`config.mk`:
```
export PLATFORM = sky130hd
export DESIGN_NAME = zero_run_stream_classifier_top_flat
export DESIGN_NICKNAME = d
export VERILOG_FILES = /design/src/rtl/core/zrsc_pkg.sv /design/src/rtl/core/zrsc_if.sv /design/src/rtl/core/zero_run_stream_classifier_top.sv /design/src/rtl/core/zrsc_front.sv /design/src/rtl/core/zrsc_queue.sv /design/src/rtl/core/zrsc_mul.sv /design/src/rtl/core/zrsc_back.sv /design/src/flat_wrapper.sv
export SDC_FILE = /design/constraint.sdc
export NUM_CORES = 2
export LEC_CHECK = 0
export ABC_CLOCK_PERIOD_IN_PS = 15800
export BUFFER_PORTS_ARGS = -buffer_cell sky130_fd_sc_hd__buf_2
export CORE_ASPECT_RATIO = 1.5
export CORE_MARGIN = 3
export CORE_UTILIZATION = 55
export CTS_BUF_LIST = sky130_fd_sc_hd__clkbuf_4
export DETAILED_ROUTE_END_ITERATION = 10
export PLACE_DENSITY = 0.71
export SETUP_SLACK_MARGIN = 0.4
export SYNTH_ARGS = -nofsm -noshare
export SYNTH_HDL_FRONTEND = slang
export SYNTH_SLANG_ARGS = --single-unit
```
`constraint.sdc`:
```
create_clock -name clock -period 15.8 [get_ports clock]
set_input_delay 3.16 -clock clock [delete_from_list [all_inputs] [get_ports clock]]
set_output_delay 3.16 -clock clock [all_outputs]
set_load 0.005 [all_outputs]
```
`src/rtl/core/zrsc_pkg.sv`:
```
// Shared constants, codes and types of the zero-run stream classifier.
`default_nettype none

package zrsc_pkg;

   localparam int SAMPLE_W    = 16;
   localparam int RATE_W      = 19;
   localparam int MIN_RUN_W   = 12;
   localparam int CSR_INDEX_W = 8;
   localparam int CSR_DATA_W  = 19;
   localparam int SCALE_W     = 17;

   localparam logic [CSR_INDEX_W-1:0] CSR_SAMPLE_RATE = 8'd0;
   localparam logic [CSR_INDEX_W-1:0] CSR_MIN_RUN     = 8'd1;

   localparam logic [RATE_W-1:0]    RATE_RESET    = 19'd48000;
   localparam logic [MIN_RUN_W-1:0] MIN_RUN_RESET = 12'd240;

   localparam logic [SAMPLE_W-1:0] SAMPLE_ZERO     = 16'h0000;
   localparam logic [SAMPLE_W-1:0] SAMPLE_MOST_NEG = 16'h8000;

   // mean bound: 100000 * sum <= 99479 * samples
   localparam logic [SCALE_W-1:0] MEAN_SCALE = 17'd100000;
   localparam logic [SCALE_W-1:0] MEAN_LIMIT = 17'd99479;

   typedef enum logic [1:0] {
      VERDICT_NONE  = 2'd0,
      VERDICT_FULL  = 2'd1,
      VERDICT_HALF  = 2'd2,
      VERDICT_SHORT = 2'd3
   } verdict_type;

   typedef enum logic [3:0] {
      BK_IDLE,
      BK_SHORT,
      BK_CLASS,
      BK_BLOCKS,
      BK_MEAN_LO,
      BK_MEAN_HI,
      BK_NQ,
      BK_SS,
      BK_LHS,
      BK_RHS,
      BK_DONE
   } back_state_type;

endpackage

`default_nettype wire

```
`src/rtl/core/zrsc_if.sv`:
```
// Channel interfaces: sample input, verdict output and register write port.
`default_nettype none

interface zrsc_req_if;
   logic                                 valid;
   logic                                 ready;
   logic signed [zrsc_pkg::SAMPLE_W-1:0] sample;
   logic                                 last;

   modport source (output valid, output sample, output last, input ready);
   modport sink   (input valid, input sample, input last, output ready);
endinterface

interface zrsc_rsp_if;
   logic       valid;
   logic       ready;
   logic [1:0] verdict;

   modport source (output valid, output verdict, input ready);
   modport sink   (input valid, input verdict, output ready);
endinterface

interface zrsc_csr_if;
   logic                             valid;
   logic                             ready;
   logic [zrsc_pkg::CSR_INDEX_W-1:0] index;
   logic [zrsc_pkg::CSR_DATA_W-1:0]  data;

   modport source (output valid, output index, output data, input ready);
   modport sink   (input valid, input index, input data, output ready);
endinterface

`default_nettype wire

```
`src/rtl/core/zero_run_stream_classifier_top.sv`:
```
// Top level of the zero-run stream classifier: registers, front, queue, back and multiplier.
//
//   port     dir   beat                      payload
//   req_ch   in    one audio sample          sample (s16), last
//   rsp_ch   out   one verdict per stream    verdict (2 bits)
//   csr_ch   in    one register write        index (0 sample_rate, 1 min_run), data
//
// Samples are taken one per cycle; the front updates its counters in that cycle.
// A last sample pushes a snapshot into a two-entry queue; the back spends up to
// 14 shift-add multiplies on it. The front stalls only while two snapshots wait.
// Synchronous reset clears counters, queue, back state and restores register defaults.
`default_nettype none

module zero_run_stream_classifier_top #(
   parameter int COUNT_BITS = 24
) (
   input  logic       clock,
   input  logic       reset,
   zrsc_req_if.sink   req_ch,
   zrsc_rsp_if.source rsp_ch,
   zrsc_csr_if.sink   csr_ch
);

   localparam int SNAP_W = 9*COUNT_BITS;
   localparam int MUL_AW = 3*COUNT_BITS;
   localparam int MUL_BW = (COUNT_BITS > zrsc_pkg::RATE_W) ? COUNT_BITS : zrsc_pkg::RATE_W;

   logic [zrsc_pkg::RATE_W-1:0]    rate_ff, rate_in;
   logic [zrsc_pkg::MIN_RUN_W-1:0] min_run_ff, min_run_in;

   logic                     q_push;
   logic                     q_pop;
   logic                     q_full;
   logic                     q_empty;
   logic [SNAP_W-1:0]        q_push_data;
   logic [SNAP_W-1:0]        q_head;

   logic                     mul_start;
   logic                     mul_busy;
   logic                     mul_done;
   logic [MUL_AW-1:0]        mul_a;
   logic [MUL_BW-1:0]        mul_b;
   logic [MUL_AW+MUL_BW-1:0] mul_product;

   assign csr_ch.ready = 1'b1;

   always_comb begin
      rate_in    = rate_ff;
      min_run_in = min_run_ff;
      if (csr_ch.valid) begin
         case (csr_ch.index)
            zrsc_pkg::CSR_SAMPLE_RATE: rate_in    = csr_ch.data[zrsc_pkg::RATE_W-1:0];
            zrsc_pkg::CSR_MIN_RUN:     min_run_in = csr_ch.data[zrsc_pkg::MIN_RUN_W-1:0];
            default: ;
         endcase
      end
   end

   always_ff @(posedge clock) begin
      if (reset) begin
         rate_ff    <= zrsc_pkg::RATE_RESET;
         min_run_ff <= zrsc_pkg::MIN_RUN_RESET;
      end else begin
         rate_ff    <= rate_in;
         min_run_ff <= min_run_in;
      end
   end

   zrsc_front #(
      .CB (COUNT_BITS)
   ) u_front (
      .clock   (clock),
      .reset   (reset),
      .req     (req_ch),
      .min_run (min_run_ff),
      .q_full  (q_full),
      .q_push  (q_push),
      .q_data  (q_push_data)
   );

   zrsc_queue #(
      .W (SNAP_W)
   ) u_queue (
      .clock     (clock),
      .reset     (reset),
      .push      (q_push),
      .push_data (q_push_data),
      .pop       (q_pop),
      .full      (q_full),
      .empty     (q_empty),
      .head      (q_head)
   );

   zrsc_mul #(
      .AW (MUL_AW),
      .BW (MUL_BW)
   ) u_mul (
      .clock   (clock),
      .reset   (reset),
      .start   (mul_start),
      .a       (mul_a),
      .b       (mul_b),
      .busy    (mul_busy),
      .done    (mul_done),
      .product (mul_product)
   );

   zrsc_back #(
      .CB     (COUNT_BITS),
      .MUL_AW (MUL_AW),
      .MUL_BW (MUL_BW)
   ) u_back (
      .clock       (clock),
      .reset       (reset),
      .rate        (rate_ff),
      .q_empty     (q_empty),
      .q_head      (q_head),
      .q_pop       (q_pop),
      .mul_start   (mul_start),
      .mul_a       (mul_a),
      .mul_b       (mul_b),
      .mul_done    (mul_done),
      .mul_product (mul_product),
      .rsp         (rsp_ch)
   );

   a_pop_needs_entry: assert property (@(posedge clock) disable iff (reset)
      q_pop |-> !q_empty)
      else $error("snapshot popped from an empty queue");

   a_mul_not_busy: assert property (@(posedge clock) disable iff (reset)
      mul_start |-> !mul_busy)
      else $error("multiply started while one is running");

   a_pop_gives_result: assert property (@(posedge clock) disable iff (reset)
      q_pop |=> rsp_ch.valid)
      else $error("snapshot retired without a verdict beat");

   a_result_from_pop: assert property (@(posedge clock) disable iff (reset)
      $rose(rsp_ch.valid) |-> $past(q_pop))
      else $error("verdict beat without a retired snapshot");

endmodule

`default_nettype wire

```
`src/rtl/core/zrsc_front.sv`:
```
// Front end: takes samples, tracks open runs and per-class statistics, queues a snapshot on last.
`default_nettype none

module zrsc_front #(
   parameter int CB = 24
) (
   input  logic                              clock,
   input  logic                              reset,
   zrsc_req_if.sink                          req,
   input  logic [zrsc_pkg::MIN_RUN_W-1:0]    min_run,
   input  logic                              q_full,
   output logic                              q_push,
   output logic [9*CB-1:0]                   q_data
);

   localparam int SQ_W  = 2*CB;
   localparam int CLS_W = 4*CB;

   logic [CB-1:0]   count_ff, count_in;
   logic [CB-1:0]   run_ff [2];
   logic [CB-1:0]   run_in [2];
   logic [SQ_W-1:0] run_sq_ff [2];
   logic [SQ_W-1:0] run_sq_in [2];
   logic [CB-1:0]   blk_ff [2];
   logic [CB-1:0]   blk_in [2];
   logic [CB-1:0]   sum_ff [2];
   logic [CB-1:0]   sum_in [2];
   logic [SQ_W-1:0] sq_sum_ff [2];
   logic [SQ_W-1:0] sq_sum_in [2];

   logic            accept;
   logic            is_class [2];
   logic            is_other;
   logic [CB:0]     sum_wide [2];
   logic [SQ_W:0]   sq_wide [2];

   function automatic logic [CB-1:0] sat_inc(input logic [CB-1:0] x);
      sat_inc = (&x) ? x : x + CB'(1);
   endfunction

   assign req.ready = !q_full;

   always_comb begin
      accept      = req.valid && !q_full;
      is_class[0] = $unsigned(req.sample) == zrsc_pkg::SAMPLE_ZERO;
      is_class[1] = $unsigned(req.sample) == zrsc_pkg::SAMPLE_MOST_NEG;
      is_other    = !is_class[0] && !is_class[1];

      count_in = count_ff;
      for (int c = 0; c < 2; c++) begin
         run_in[c]    = run_ff[c];
         run_sq_in[c] = run_sq_ff[c];
         blk_in[c]    = blk_ff[c];
         sum_in[c]    = sum_ff[c];
         sq_sum_in[c] = sq_sum_ff[c];
         sum_wide[c]  = {1'b0, sum_ff[c]} + {1'b0, run_ff[c]};
         sq_wide[c]   = {1'b0, sq_sum_ff[c]} + {1'b0, run_sq_ff[c]};
      end

      if (accept) begin
         count_in = sat_inc(count_ff);
         for (int c = 0; c < 2; c++) begin
            if (is_class[c]) begin
               run_in[c] = sat_inc(run_ff[c]);
               // (r+1)^2 = r^2 + 2r + 1, frozen once the run saturates
               if (!(&run_ff[c])) begin
                  run_sq_in[c] = run_sq_ff[c] + SQ_W'({run_ff[c], 1'b1});
               end
            end else if (is_other) begin
               if (run_ff[c] >= CB'(min_run)) begin
                  blk_in[c]    = sat_inc(blk_ff[c]);
                  sum_in[c]    = sum_wide[c][CB] ? '1 : sum_wide[c][CB-1:0];
                  sq_sum_in[c] = sq_wide[c][SQ_W] ? '1 : sq_wide[c][SQ_W-1:0];
               end
               run_in[c]    = '0;
               run_sq_in[c] = '0;
            end
         end
      end

      q_push = accept && req.last;

      q_data = '0;
      q_data[0 +: CB] = count_in;
      for (int c = 0; c < 2; c++) begin
         q_data[CB + c*CLS_W        +: CB]   = blk_in[c];
         q_data[CB + c*CLS_W + CB   +: CB]   = sum_in[c];
         q_data[CB + c*CLS_W + 2*CB +: SQ_W] = sq_sum_in[c];
      end
   end

   always_ff @(posedge clock) begin
      if (reset || q_push) begin
         count_ff <= '0;
         for (int c = 0; c < 2; c++) begin
            run_ff[c]    <= '0;
            run_sq_ff[c] <= '0;
            blk_ff[c]    <= '0;
            sum_ff[c]    <= '0;
            sq_sum_ff[c] <= '0;
         end
      end else begin
         count_ff <= count_in;
         for (int c = 0; c < 2; c++) begin
            run_ff[c]    <= run_in[c];
            run_sq_ff[c] <= run_sq_in[c];
            blk_ff[c]    <= blk_in[c];
            sum_ff[c]    <= sum_in[c];
            sq_sum_ff[c] <= sq_sum_in[c];
         end
      end
   end

endmodule

`default_nettype wire

```
`src/rtl/core/zrsc_queue.sv`:
```
// Two-entry snapshot queue between front and back.
`default_nettype none

module zrsc_queue #(
   parameter int W = 216
) (
   input  logic         clock,
   input  logic         reset,
   input  logic         push,
   input  logic [W-1:0] push_data,
   input  logic         pop,
   output logic         full,
   output logic         empty,
   output logic [W-1:0] head
);

   logic [W-1:0] mem_ff [2];
   logic         wr_ptr_ff, wr_ptr_in;
   logic         rd_ptr_ff, rd_ptr_in;
   logic [1:0]   count_ff, count_in;

   always_comb begin
      full      = count_ff == 2'd2;
      empty     = count_ff == 2'd0;
      head      = mem_ff[rd_ptr_ff];
      wr_ptr_in = push ? !wr_ptr_ff : wr_ptr_ff;
      rd_ptr_in = pop  ? !rd_ptr_ff : rd_ptr_ff;
      count_in  = count_ff + 2'(push) - 2'(pop);
   end

   always_ff @(posedge clock) begin
      if (reset) begin
         wr_ptr_ff <= 1'b0;
         rd_ptr_ff <= 1'b0;
         count_ff  <= 2'd0;
      end else begin
         wr_ptr_ff <= wr_ptr_in;
         rd_ptr_ff <= rd_ptr_in;
         count_ff  <= count_in;
      end
   end

   always_ff @(posedge clock) begin
      if (push) begin
         mem_ff[wr_ptr_ff] <= push_data;
      end
   end

endmodule

`default_nettype wire

```
`src/rtl/core/zrsc_mul.sv`:
```
// Shift-add multiplier, one multiplier bit per cycle, stops early when the rest is zero.
`default_nettype none

module zrsc_mul #(
   parameter int AW = 72,
   parameter int BW = 24
) (
   input  logic             clock,
   input  logic             reset,
   input  logic             start,
   input  logic [AW-1:0]    a,
   input  logic [BW-1:0]    b,
   output logic             busy,
   output logic             done,
   output logic [AW+BW-1:0] product
);

   localparam int PW = AW + BW;

   logic [PW-1:0] a_ff, a_in;
   logic [PW-1:0] acc_ff, acc_in;
   logic [BW-1:0] b_ff, b_in;
   logic          busy_ff, busy_in;
   logic          done_ff, done_in;

   always_comb begin
      a_in    = a_ff;
      b_in    = b_ff;
      acc_in  = acc_ff;
      busy_in = busy_ff;
      done_in = 1'b0;
      if (start) begin
         a_in    = PW'(a);
         b_in    = b;
         acc_in  = '0;
         busy_in = 1'b1;
      end else if (busy_ff) begin
         if (b_ff == '0) begin
            busy_in = 1'b0;
            done_in = 1'b1;
         end else begin
            if (b_ff[0]) begin
               acc_in = acc_ff + a_ff;
            end
            a_in = a_ff << 1;
            b_in = b_ff >> 1;
         end
      end
   end

   always_ff @(posedge clock) begin
      if (reset) begin
         busy_ff <= 1'b0;
         done_ff <= 1'b0;
      end else begin
         busy_ff <= busy_in;
         done_ff <= done_in;
      end
   end

   always_ff @(posedge clock) begin
      a_ff   <= a_in;
      b_ff   <= b_in;
      acc_ff <= acc_in;
   end

   assign busy    = busy_ff;
   assign done    = done_ff;
   assign product = acc_ff;

endmodule

`default_nettype wire

```
`src/rtl/core/zrsc_back.sv`:
```
// Back end: works out the verdict for one queued snapshot through the shared multiplier.
`default_nettype none

module zrsc_back #(
   parameter int CB     = 24,
   parameter int MUL_AW = 72,
   parameter int MUL_BW = 24
) (
   input  logic                           clock,
   input  logic                           reset,
   input  logic [zrsc_pkg::RATE_W-1:0]    rate,
   input  logic                           q_empty,
   input  logic [9*CB-1:0]                q_head,
   output logic                           q_pop,
   output logic                           mul_start,
   output logic [MUL_AW-1:0]              mul_a,
   output logic [MUL_BW-1:0]              mul_b,
   input  logic                           mul_done,
   input  logic [MUL_AW+MUL_BW-1:0]       mul_product,
   zrsc_rsp_if.source                     rsp
);

   localparam int SQ_W  = 2*CB;
   localparam int CLS_W = 4*CB;
   localparam int PW    = MUL_AW + MUL_BW;
   localparam int CW    = CB + 3;

   zrsc_pkg::back_state_type state_ff, state_in;
   zrsc_pkg::verdict_type    result_ff, result_in;
   zrsc_pkg::verdict_type    rsp_verdict_ff, rsp_verdict_in;
   logic                     rsp_valid_ff, rsp_valid_in;
   logic                     cls_ff, cls_in;
   logic                     pend_ff, pend_in;
   logic [PW-1:0]            t_ff, t_in;
   logic [SQ_W-1:0]          ss_ff, ss_in;

   logic [CB-1:0]   n_all;
   logic [CB-1:0]   blk_n;
   logic [CB-1:0]   sum_s;
   logic [SQ_W-1:0] sq_q;
   logic [CW-1:0]   five_n;
   logic            too_short;
   logic            want_mul;
   logic            fail;
   logic            pass;

   always_comb begin
      n_all  = q_head[0 +: CB];
      blk_n  = cls_ff ? q_head[CB + CLS_W +: CB]          : q_head[CB +: CB];
      sum_s  = cls_ff ? q_head[CB + CLS_W + CB +: CB]     : q_head[2*CB +: CB];
      sq_q   = cls_ff ? q_head[CB + CLS_W + 2*CB +: SQ_W] : q_head[3*CB +: SQ_W];
      five_n = (CW'(n_all) << 2) + CW'(n_all);
      too_short = (rate == '0) || (five_n < CW'(rate));

      state_in       = state_ff;
      result_in      = result_ff;
      cls_in         = cls_ff;
      pend_in        = pend_ff;
      t_in           = t_ff;
      ss_in          = ss_ff;
      rsp_valid_in   = rsp_valid_ff;
      rsp_verdict_in = rsp_verdict_ff;
      q_pop          = 1'b0;
      want_mul       = 1'b0;
      fail           = 1'b0;
      pass           = 1'b0;
      mul_a          = '0;
      mul_b          = '0;

      if (rsp_valid_ff && rsp.ready) begin
         rsp_valid_in = 1'b0;
      end

      case (state_ff)
         zrsc_pkg::BK_IDLE: begin
            if (!q_empty) begin
               state_in = zrsc_pkg::BK_SHORT;
            end
         end
         zrsc_pkg::BK_SHORT: begin
            if (too_short) begin
               result_in = zrsc_pkg::VERDICT_SHORT;
               state_in  = zrsc_pkg::BK_DONE;
            end else begin
               cls_in   = 1'b0;
               state_in = zrsc_pkg::BK_CLASS;
            end
         end
         zrsc_pkg::BK_CLASS: begin
            if ({sum_s, 1'b0} >= {1'b0, n_all}) begin
               state_in = zrsc_pkg::BK_BLOCKS;
            end else begin
               fail = 1'b1;
            end
         end
         zrsc_pkg::BK_BLOCKS: begin
            // n >= floor(16N/R)  <=>  (n+1)*R > 16N
            want_mul = 1'b1;
            mul_a    = MUL_AW'(blk_n) + MUL_AW'(1);
            mul_b    = MUL_BW'(rate);
            if (mul_done) begin
               pend_in = 1'b0;
               if (mul_product > (PW'(n_all) << 4)) begin
                  state_in = zrsc_pkg::BK_MEAN_LO;
               end else begin
                  fail = 1'b1;
               end
            end
         end
         zrsc_pkg::BK_MEAN_LO: begin
            want_mul = 1'b1;
            mul_a    = MUL_AW'(sum_s);
            mul_b    = MUL_BW'(zrsc_pkg::MEAN_SCALE);
            if (mul_done) begin
               pend_in  = 1'b0;
               t_in     = mul_product;
               state_in = zrsc_pkg::BK_MEAN_HI;
            end
         end
         zrsc_pkg::BK_MEAN_HI: begin
            want_mul = 1'b1;
            mul_a    = MUL_AW'(n_all);
            mul_b    = MUL_BW'(zrsc_pkg::MEAN_LIMIT);
            if (mul_done) begin
               pend_in = 1'b0;
               if (t_ff <= mul_product) begin
                  state_in = zrsc_pkg::BK_NQ;
               end else begin
                  fail = 1'b1;
               end
            end
         end
         zrsc_pkg::BK_NQ: begin
            want_mul = 1'b1;
            mul_a    = MUL_AW'(sq_q);
            mul_b    = MUL_BW'(blk_n);
            if (mul_done) begin
               pend_in  = 1'b0;
               t_in     = mul_product;
               state_in = zrsc_pkg::BK_SS;
            end
         end
         zrsc_pkg::BK_SS: begin
            want_mul = 1'b1;
            mul_a    = MUL_AW'(sum_s);
            mul_b    = MUL_BW'(sum_s);
            if (mul_done) begin
               pend_in = 1'b0;
               ss_in   = mul_product[SQ_W-1:0];
               // no positive spread left: test passes outright
               if (t_ff <= mul_product) begin
                  pass = 1'b1;
               end else begin
                  state_in = zrsc_pkg::BK_LHS;
               end
            end
         end
         zrsc_pkg::BK_LHS: begin
            want_mul = 1'b1;
            mul_a    = MUL_AW'(t_ff - PW'(ss_ff));
            mul_b    = MUL_BW'(blk_n);
            if (mul_done) begin
               pend_in  = 1'b0;
               t_in     = mul_product;
               state_in = zrsc_pkg::BK_RHS;
            end
         end
         zrsc_pkg::BK_RHS: begin
            want_mul = 1'b1;
            mul_a    = MUL_AW'(ss_ff);
            mul_b    = (blk_n == '0) ? '0 : MUL_BW'(blk_n - CB'(1));
            if (mul_done) begin
               pend_in = 1'b0;
               if ({t_ff, 4'b0000} <= {4'b0000, mul_product}) begin
                  pass = 1'b1;
               end else begin
                  fail = 1'b1;
               end
            end
         end
         zrsc_pkg::BK_DONE: begin
            if (!rsp_valid_ff || rsp.ready) begin
               rsp_valid_in   = 1'b1;
               rsp_verdict_in = result_ff;
               q_pop          = 1'b1;
               state_in       = zrsc_pkg::BK_IDLE;
            end
         end
         default: begin
            state_in = zrsc_pkg::BK_IDLE;
         end
      endcase

      if (pass) begin
         result_in = cls_ff ? zrsc_pkg::VERDICT_HALF : zrsc_pkg::VERDICT_FULL;
         state_in  = zrsc_pkg::BK_DONE;
      end else if (fail) begin
         if (cls_ff) begin
            result_in = zrsc_pkg::VERDICT_NONE;
            state_in  = zrsc_pkg::BK_DONE;
         end else begin
            cls_in   = 1'b1;
            state_in = zrsc_pkg::BK_CLASS;
         end
      end

      mul_start = want_mul && !pend_ff;
      if (mul_start) begin
         pend_in = 1'b1;
      end
   end

   always_ff @(posedge clock) begin
      if (reset) begin
         state_ff     <= zrsc_pkg::BK_IDLE;
         rsp_valid_ff <= 1'b0;
         pend_ff      <= 1'b0;
         cls_ff       <= 1'b0;
      end else begin
         state_ff     <= state_in;
         rsp_valid_ff <= rsp_valid_in;
         pend_ff      <= pend_in;
         cls_ff       <= cls_in;
      end
   end

   always_ff @(posedge clock) begin
      result_ff      <= result_in;
      rsp_verdict_ff <= rsp_verdict_in;
      t_ff           <= t_in;
      ss_ff          <= ss_in;
   end

   assign rsp.valid   = rsp_valid_ff;
   assign rsp.verdict = rsp_verdict_ff;

endmodule

`default_nettype wire
```
`src/flat_wrapper.sv`:
```
// flat-port wrapper written by rule: the top's interface ports become plain ports
module zero_run_stream_classifier_top_flat 
#(
   parameter int COUNT_BITS = 24
)
  (clock, reset, req_ch_valid, req_ch_sample, req_ch_last, req_ch_ready, rsp_ch_valid, rsp_ch_verdict, rsp_ch_ready, csr_ch_valid, csr_ch_index, csr_ch_data, csr_ch_ready);
  zrsc_req_if req_ch_i ();
  zrsc_rsp_if rsp_ch_i ();
  zrsc_csr_if csr_ch_i ();
  input  logic clock;
  input  logic reset;
  input wire logic [$bits(req_ch_i.valid)-1:0] req_ch_valid;
  input wire logic [$bits(req_ch_i.sample)-1:0] req_ch_sample;
  input wire logic [$bits(req_ch_i.last)-1:0] req_ch_last;
  output wire logic [$bits(req_ch_i.ready)-1:0] req_ch_ready;
  output wire logic [$bits(rsp_ch_i.valid)-1:0] rsp_ch_valid;
  output wire logic [$bits(rsp_ch_i.verdict)-1:0] rsp_ch_verdict;
  input wire logic [$bits(rsp_ch_i.ready)-1:0] rsp_ch_ready;
  input wire logic [$bits(csr_ch_i.valid)-1:0] csr_ch_valid;
  input wire logic [$bits(csr_ch_i.index)-1:0] csr_ch_index;
  input wire logic [$bits(csr_ch_i.data)-1:0] csr_ch_data;
  output wire logic [$bits(csr_ch_i.ready)-1:0] csr_ch_ready;
  assign req_ch_i.valid = req_ch_valid;
  assign req_ch_i.sample = req_ch_sample;
  assign req_ch_i.last = req_ch_last;
  assign req_ch_ready = req_ch_i.ready;
  assign rsp_ch_valid = rsp_ch_i.valid;
  assign rsp_ch_verdict = rsp_ch_i.verdict;
  assign rsp_ch_i.ready = rsp_ch_ready;
  assign csr_ch_i.valid = csr_ch_valid;
  assign csr_ch_i.index = csr_ch_index;
  assign csr_ch_i.data = csr_ch_data;
  assign csr_ch_ready = csr_ch_i.ready;
  zero_run_stream_classifier_top #(.COUNT_BITS(COUNT_BITS)) u_core (.clock(clock), .reset(reset), .req_ch(req_ch_i), .rsp_ch(rsp_ch_i), .csr_ch(csr_ch_i));
endmodule
```
# After elaboration in Yosys (flattened, before gate mapping)
# Memory sizes are Yosys's and may differ from the RTL's. A register that Yosys moved wholly into a read port is not among the register bits.
# Cells that the tools add are included.
# totals
regBits	432
mem_bits_rw	768
in_bits	49
output_inout_bits	5
wordCells	277
memories	6
# op_classes
addsub	18
n_lt_le_gt_ge	7
n_eq_ne	40
mux	126
bitwise_logic	12
n_reduce_logical	47
# mem_list
name	words	word_bits	read_ports	rd_ports_with_merged_regs	wr	line	rtl
u_core.u_queue.mem_ff	2	216	1	1	1	zrsc_queue.sv:17	logic [W-1:0] mem_ff [2];
u_core.u_front.run_sq_ff	2	48	2	0	2	zrsc_front.sv:22	logic [SQ_W-1:0] run_sq_ff [2];
u_core.u_front.sq_sum_ff	2	48	2	0	2	zrsc_front.sv:28	logic [SQ_W-1:0] sq_sum_ff [2];
u_core.u_front.blk_ff	2	24	2	0	2	zrsc_front.sv:24	logic [CB-1:0] blk_ff [2];
u_core.u_front.run_ff	2	24	2	0	2	zrsc_front.sv:20	logic [CB-1:0] run_ff [2];
u_core.u_front.sum_ff	2	24	2	0	2	zrsc_front.sv:26	logic [CB-1:0] sum_ff [2];
# ops
cell	n
$mux W48	22
$mux W24	36
$pmux W72 S6	1
$mux W72	3
$mux W96	2
$pmux W24 S6	1
$add A24 B1 Y24 const B	5
$reduce_and A24 Y1	5
$le A100 B96 Y1	1
$add A48 B48 Y49	2
$add A48 B25 Y48	2
$add A96 B96 Y96	1
$gt A96 B28 Y1	1
$le A96 B96 Y1	1
$sub A72 B48 Y72	1
$mux W4	16
$add A24 B24 Y25	2
$ge A24 B12 Y1	2
$logic_not A24 Y1	2
$pmux W4 S11	1
$mux W1	36
$add A26 B24 Y27	1
$lt A27 B19 Y1	1
$reduce_and A13 Y1	2
37 further kinds	103

# Longest topological paths before layout
# depth
word_depth	8
mapped_depth	29
ltp_nobuf	23

# Hierarchy
# Synthesis repeated with hierarchy kept, for this count alone.
# unflattened
cells_unflattened	8014
hier_area_um2	77291.6
# modules_own_cells
module	instances	cells_each	area_each_um2	seq_area_each_um2
zrsc_front	1	3283	26080.0	7206.9
zrsc_back	1	2310	19394.9	4564.4
zrsc_queue	1	693	16373.2	13072.5
zrsc_mul	1	1588	14117.3	5325.1
zero_run_stream_classifier_top	1	140	1326.3	620.6

# Worst setup path before layout
# Ideal clock, no wire load.
# synth_timing
path_type	input -> register
start	input port req_ch_valid
end	memory u_core.u_queue.mem_ff[0][0], enable pin
t_arrival_ns	12.528
required_ns	15.004
path_slack_ns	2.475
stages	4
cell_sequence	and2_1 -> clkbuf_1 -> nand2_1 -> nor2_1
# synth_between
elab_chain_cells	4
# synth_lines
item	line	rtl
from (decl)	flat_wrapper.sv:12	input wire logic [$bits(req_ch_i.valid)-1:0] req_ch_valid;
$logic_and A1 B1 Y1	zrsc_front.sv:44	accept = req.valid && !q_full;
$logic_and A1 B1 Y1	zrsc_front.sv:81	q_push = accept && req.last;
$mux W1	zrsc_queue.sv:44	if (push) begin
$mux W1 (not written as such)	zrsc_queue.sv:45	mem_ff[wr_ptr_ff] <= push_data;
to (decl)	zrsc_queue.sv:17	
# Every way passes these cells.

==> run metrics <==
outcome=finished clean; simple-gate share of the synthesized area=0.1506; Cells after Synth=7,554; crit path kind=reg -> reg; NumNets Final=8,375; syn_nets=8,256; Port Buffer Count=52; Seq cells post-synth=1,201; commonest non-fill, non-tap cell in the layout=edfxtp_1; Resize count post-CTS=0; Initial Utilization=0.5547; area fraction in compound gates after synthesis=0.1919; final setup fails=0; final max-slew violation count=0; register area share after synthesis=0.4162; Final Util=0.5981; iteration count of the initial detailed-routing pass=10; fin crit share=0.3847; via count=61,000; hold crit path type=reg -> reg; Die Wd=305.5 µm; Post-Syn Area=0.07398 mm²; crit-path cells=mux2i_1 > inv_1 > ha_1 > o21a_1 > or2_2 > and2_1 > a21o_1 > a21oi_1 > xnor2_1 > ha_1 > a21o_1 > a21o_1 > a21oi_1 > nor2_1 > a2111oi_0 > o21ai_0 > nor3_1 > o2111a_1 > o21ba_2 > a21boi_0 > a221oi_1; synth unique cells=109; H-tree depth=5; die area=0.1390 mm²; vias per cell=6.316; Non-Filler Instances=9,659; Yosys top cell area share=0.2736; CTS sink cnt=1,201; Critical Path AT=7.28 ns; Adder-Cell Fraction of Synth Area=0.1114; CP dominant cell by count=a21o_1; Tot Pwr=9.892 mW; Clock Skews=0.1132 ns; Crit-path slowest cell=mux2i_1; commonest cells after routing, fill and taps aside=edfxtp_1 (674), ha_1 (644), a21oi_1 (636), nand2_1 (589), nor2_1 (587); mux share of post-synthesis cell area=0.04205; Buf/Inv on CP=1; Post-CTS Hold Buffers=0; num ports=54; Pleak=32.18 nW; Pwr Density=124.0 mW/mm²; xor and xnor area share after synthesis=0.05245; unrepaired setup endpoints after global routing=no; DR WL/cell=23.87 µm; worst-margin pin slew=1.319 ns; worst hold margin=0.4682 ns; Rel. slew slack=0.09779; initial antenna violation count=6; Ys Warns=0; post-layout min period=6.078 ns; Worst Setup Start Kind=register; chip height=455.2 µm; largest family of logic cells by synthesized area=compound AO/OA/AOI/OAI gates; layout cell share with drive strength beyond 1=0.1083; Post-DRT Antenna Nets=0; DRC Markers=0; DP Cell Count=9,103; GRT Overall Usage=0.3247; core box area=0.1334 mm²; vias in the first global route=60,980; total CTS buffers=311; CP required=17.00 ns; Synth Flop Type=edfxtp_1; first-pass GRT wire length=349,700 µm; Yosys top cell by area=edfxtp_1; Overflow after GRT=0; Top delay family on crit path=compound AO/OA/AOI/OAI gates; Post-CTS Setup Bufs=0; Clock Latency Late Sink=1.33 ns; Fin. Hold Viols=0; Clk pin slew, worst setup/hold paths=0.07 ns; Root Driver=clkbuf_4; largest net degree at the start of global routing=153; CP max stage delay=0.92 ns; HPWL after DPL=172,300 µm; Setup TNS Final=0 ns; Post-synth EDFFs=674; Async SR Flop Fraction=0; routability congestion estimate=0.9661; TritonCTS clock tree=yes; Layout area overhead=7.839%; Synth Area per Inst=9.793 µm²; critical path fanouts, max=24; Fmax=164.5 MHz; top post-synthesis cells by area=edfxtp_1 (27%), dfxtp_1 (14%), ha_1 (11%), a21oi_1 (4.3%), a21o_1 (3.1%); site row count=164; maximum root-to-sink buffer count=4; DRT Wirelength=230,600 µm; max_cap viols=0; VDD IR max=81.44 µV; Crit. End Element=register; DRT iter0 DRCs=4,394
-- cell usage after synthesis, types with 16 or more instances --
cell type  instances
a211oi_1          96
a21boi_0          28
a21o_1           301
a21oi_1          639
a221oi_1          48
a222oi_1          16
a22oi_1           37
a31oi_1           63
and2_1           160
and3_1            68
and4_1            24
buf_1             17
buf_2             36
clkbuf_1         244
dfxtp_1          527
edfxtp_1         674
ha_1             644
inv_1            358
mux2_2            22
mux2i_1           70
mux4_2            96
nand2_1          592
nand2b_1          61
nand3_1          197
nand4_1          143
nor2_1           593
nor2b_1           65
nor3_1           148
nor4_1            77
o211ai_1          54
o21a_1            67
o21ai_0          316
o21ai_1           20
o21bai_1          72
o221a_2           43
o221ai_1          26
o22a_1            65
o22ai_1           22
o31ai_1           26
or2_2             22
or3_1             46
xnor2_1          228
xor2_1           215
-- sequential cells by signal, summed over array words and instances (netlist names), 2 cells and up, named ones only --
signal,cells
u_core.u_front.run_sq_ff,96
u_core.min_run_ff,12
u_core.u_queue.count_ff,2
u_core.u_mul.product,96
u_core.rate_ff,19
u_core.u_back.ss_ff,48
u_core.u_mul.b_ff,24
u_core.u_queue.mem_ff,432
u_core.u_front.count_ff,24
u_core.u_back.t_ff,96
u_core.u_front.run_ff,48
u_core.u_front.sq_sum_ff,96
u_core.u_back.state_ff,4
u_core.u_back.result_ff,2
u_core.u_front.sum_ff,48
u_core.u_front.blk_ff,48
u_core.u_mul.a_ff,96
u_core.u_back.rsp.verdict,2
-- cells by family (layout without fill, tap and decap cells) --
group           Yosys count  after routing
flops                  1201           1201
xor+xnor                443            443
compound gates         2117           2117
simple gates           2284           2284
other cells               1             10
fa+ha+maj               653            653
mux                     188            188
buf+inv                 667           1020
-- final cells by class --
| cell class | count | area [µm²] |
|---|---|---|
| Fill cell | 11420 | 53600 |
| Multi-Input combinational cell | 5686 | 40730 |
| Sequential cell | 1201 | 30800 |
| Clock buffer | 440 | 3303 |
| Tap cell | 1743 | 2181 |
| Inverter | 358 | 1344 |
| Timing Repair Buffer | 115 | 783.3 |
| Clock inverter | 107 | 614.3 |
| Antenna cell | 9 | 22.52 |
-- metal layers --
| layer | up-vias | track usage | part of all wire |
|---|---|---|---|
| li1 | 28690 | - | - |
| met1 | 29420 | 0.3564 | 0.37 |
| met2 | 2194 | 0.5662 | 0.49 |
| met3 | 699 | 0.05660 | 0.058 |
| met5 | - | 0 | 0.000048 |
| met4 | 2 | 0.2391 | 0.080 |
-- path summary, 6_finish.rpt --
| check | endpoint | slack [ns] | from | cells after the start |
|---|---|---|---|---|
| max | u_core.u_back.state_ff[3] | 9.72 | register | 21 |
| min | u_core.u_front.blk_ff[0][36] | 0.47 | u_core.u_front.blk_ff[0][36] | 2 |
| max reg2reg | u_core.u_back.state_ff[3] | 9.72 | register | 21 |
| min reg2reg | u_core.u_front.blk_ff[0][36] | 0.47 | u_core.u_front.blk_ff[0][36] | 2 |
-- tightest hold or removal path, cell delays in order, from the launching register on --
cell and delay (ns):
dfxtp_1 0.31, nand2_1 0.05, mux2i_1 0.06
-- stage by stage --
stage / worst slack, ns / cell area (µm²)
6_report: 9.722 / 79780
5_1_grt: 9.481 / 79780
4_1_cts: 9.813 / 79760
3_5_place_dp: 9.142 / 75840
3_3_place_gp: 9.198 / 75840
2_1_floorplan: 2.475 / 73980
-- report_power, final --
group / switching, mW / internal [mW] / leakage (nW)
Sequential: 0.333 / 3.72 / 10.6
Clock: 1.33 / 1.40 / 2.34
Combinational: 1.98 / 1.13 / 19.3
No activity file was read; power rests on OpenSTA's default activity.
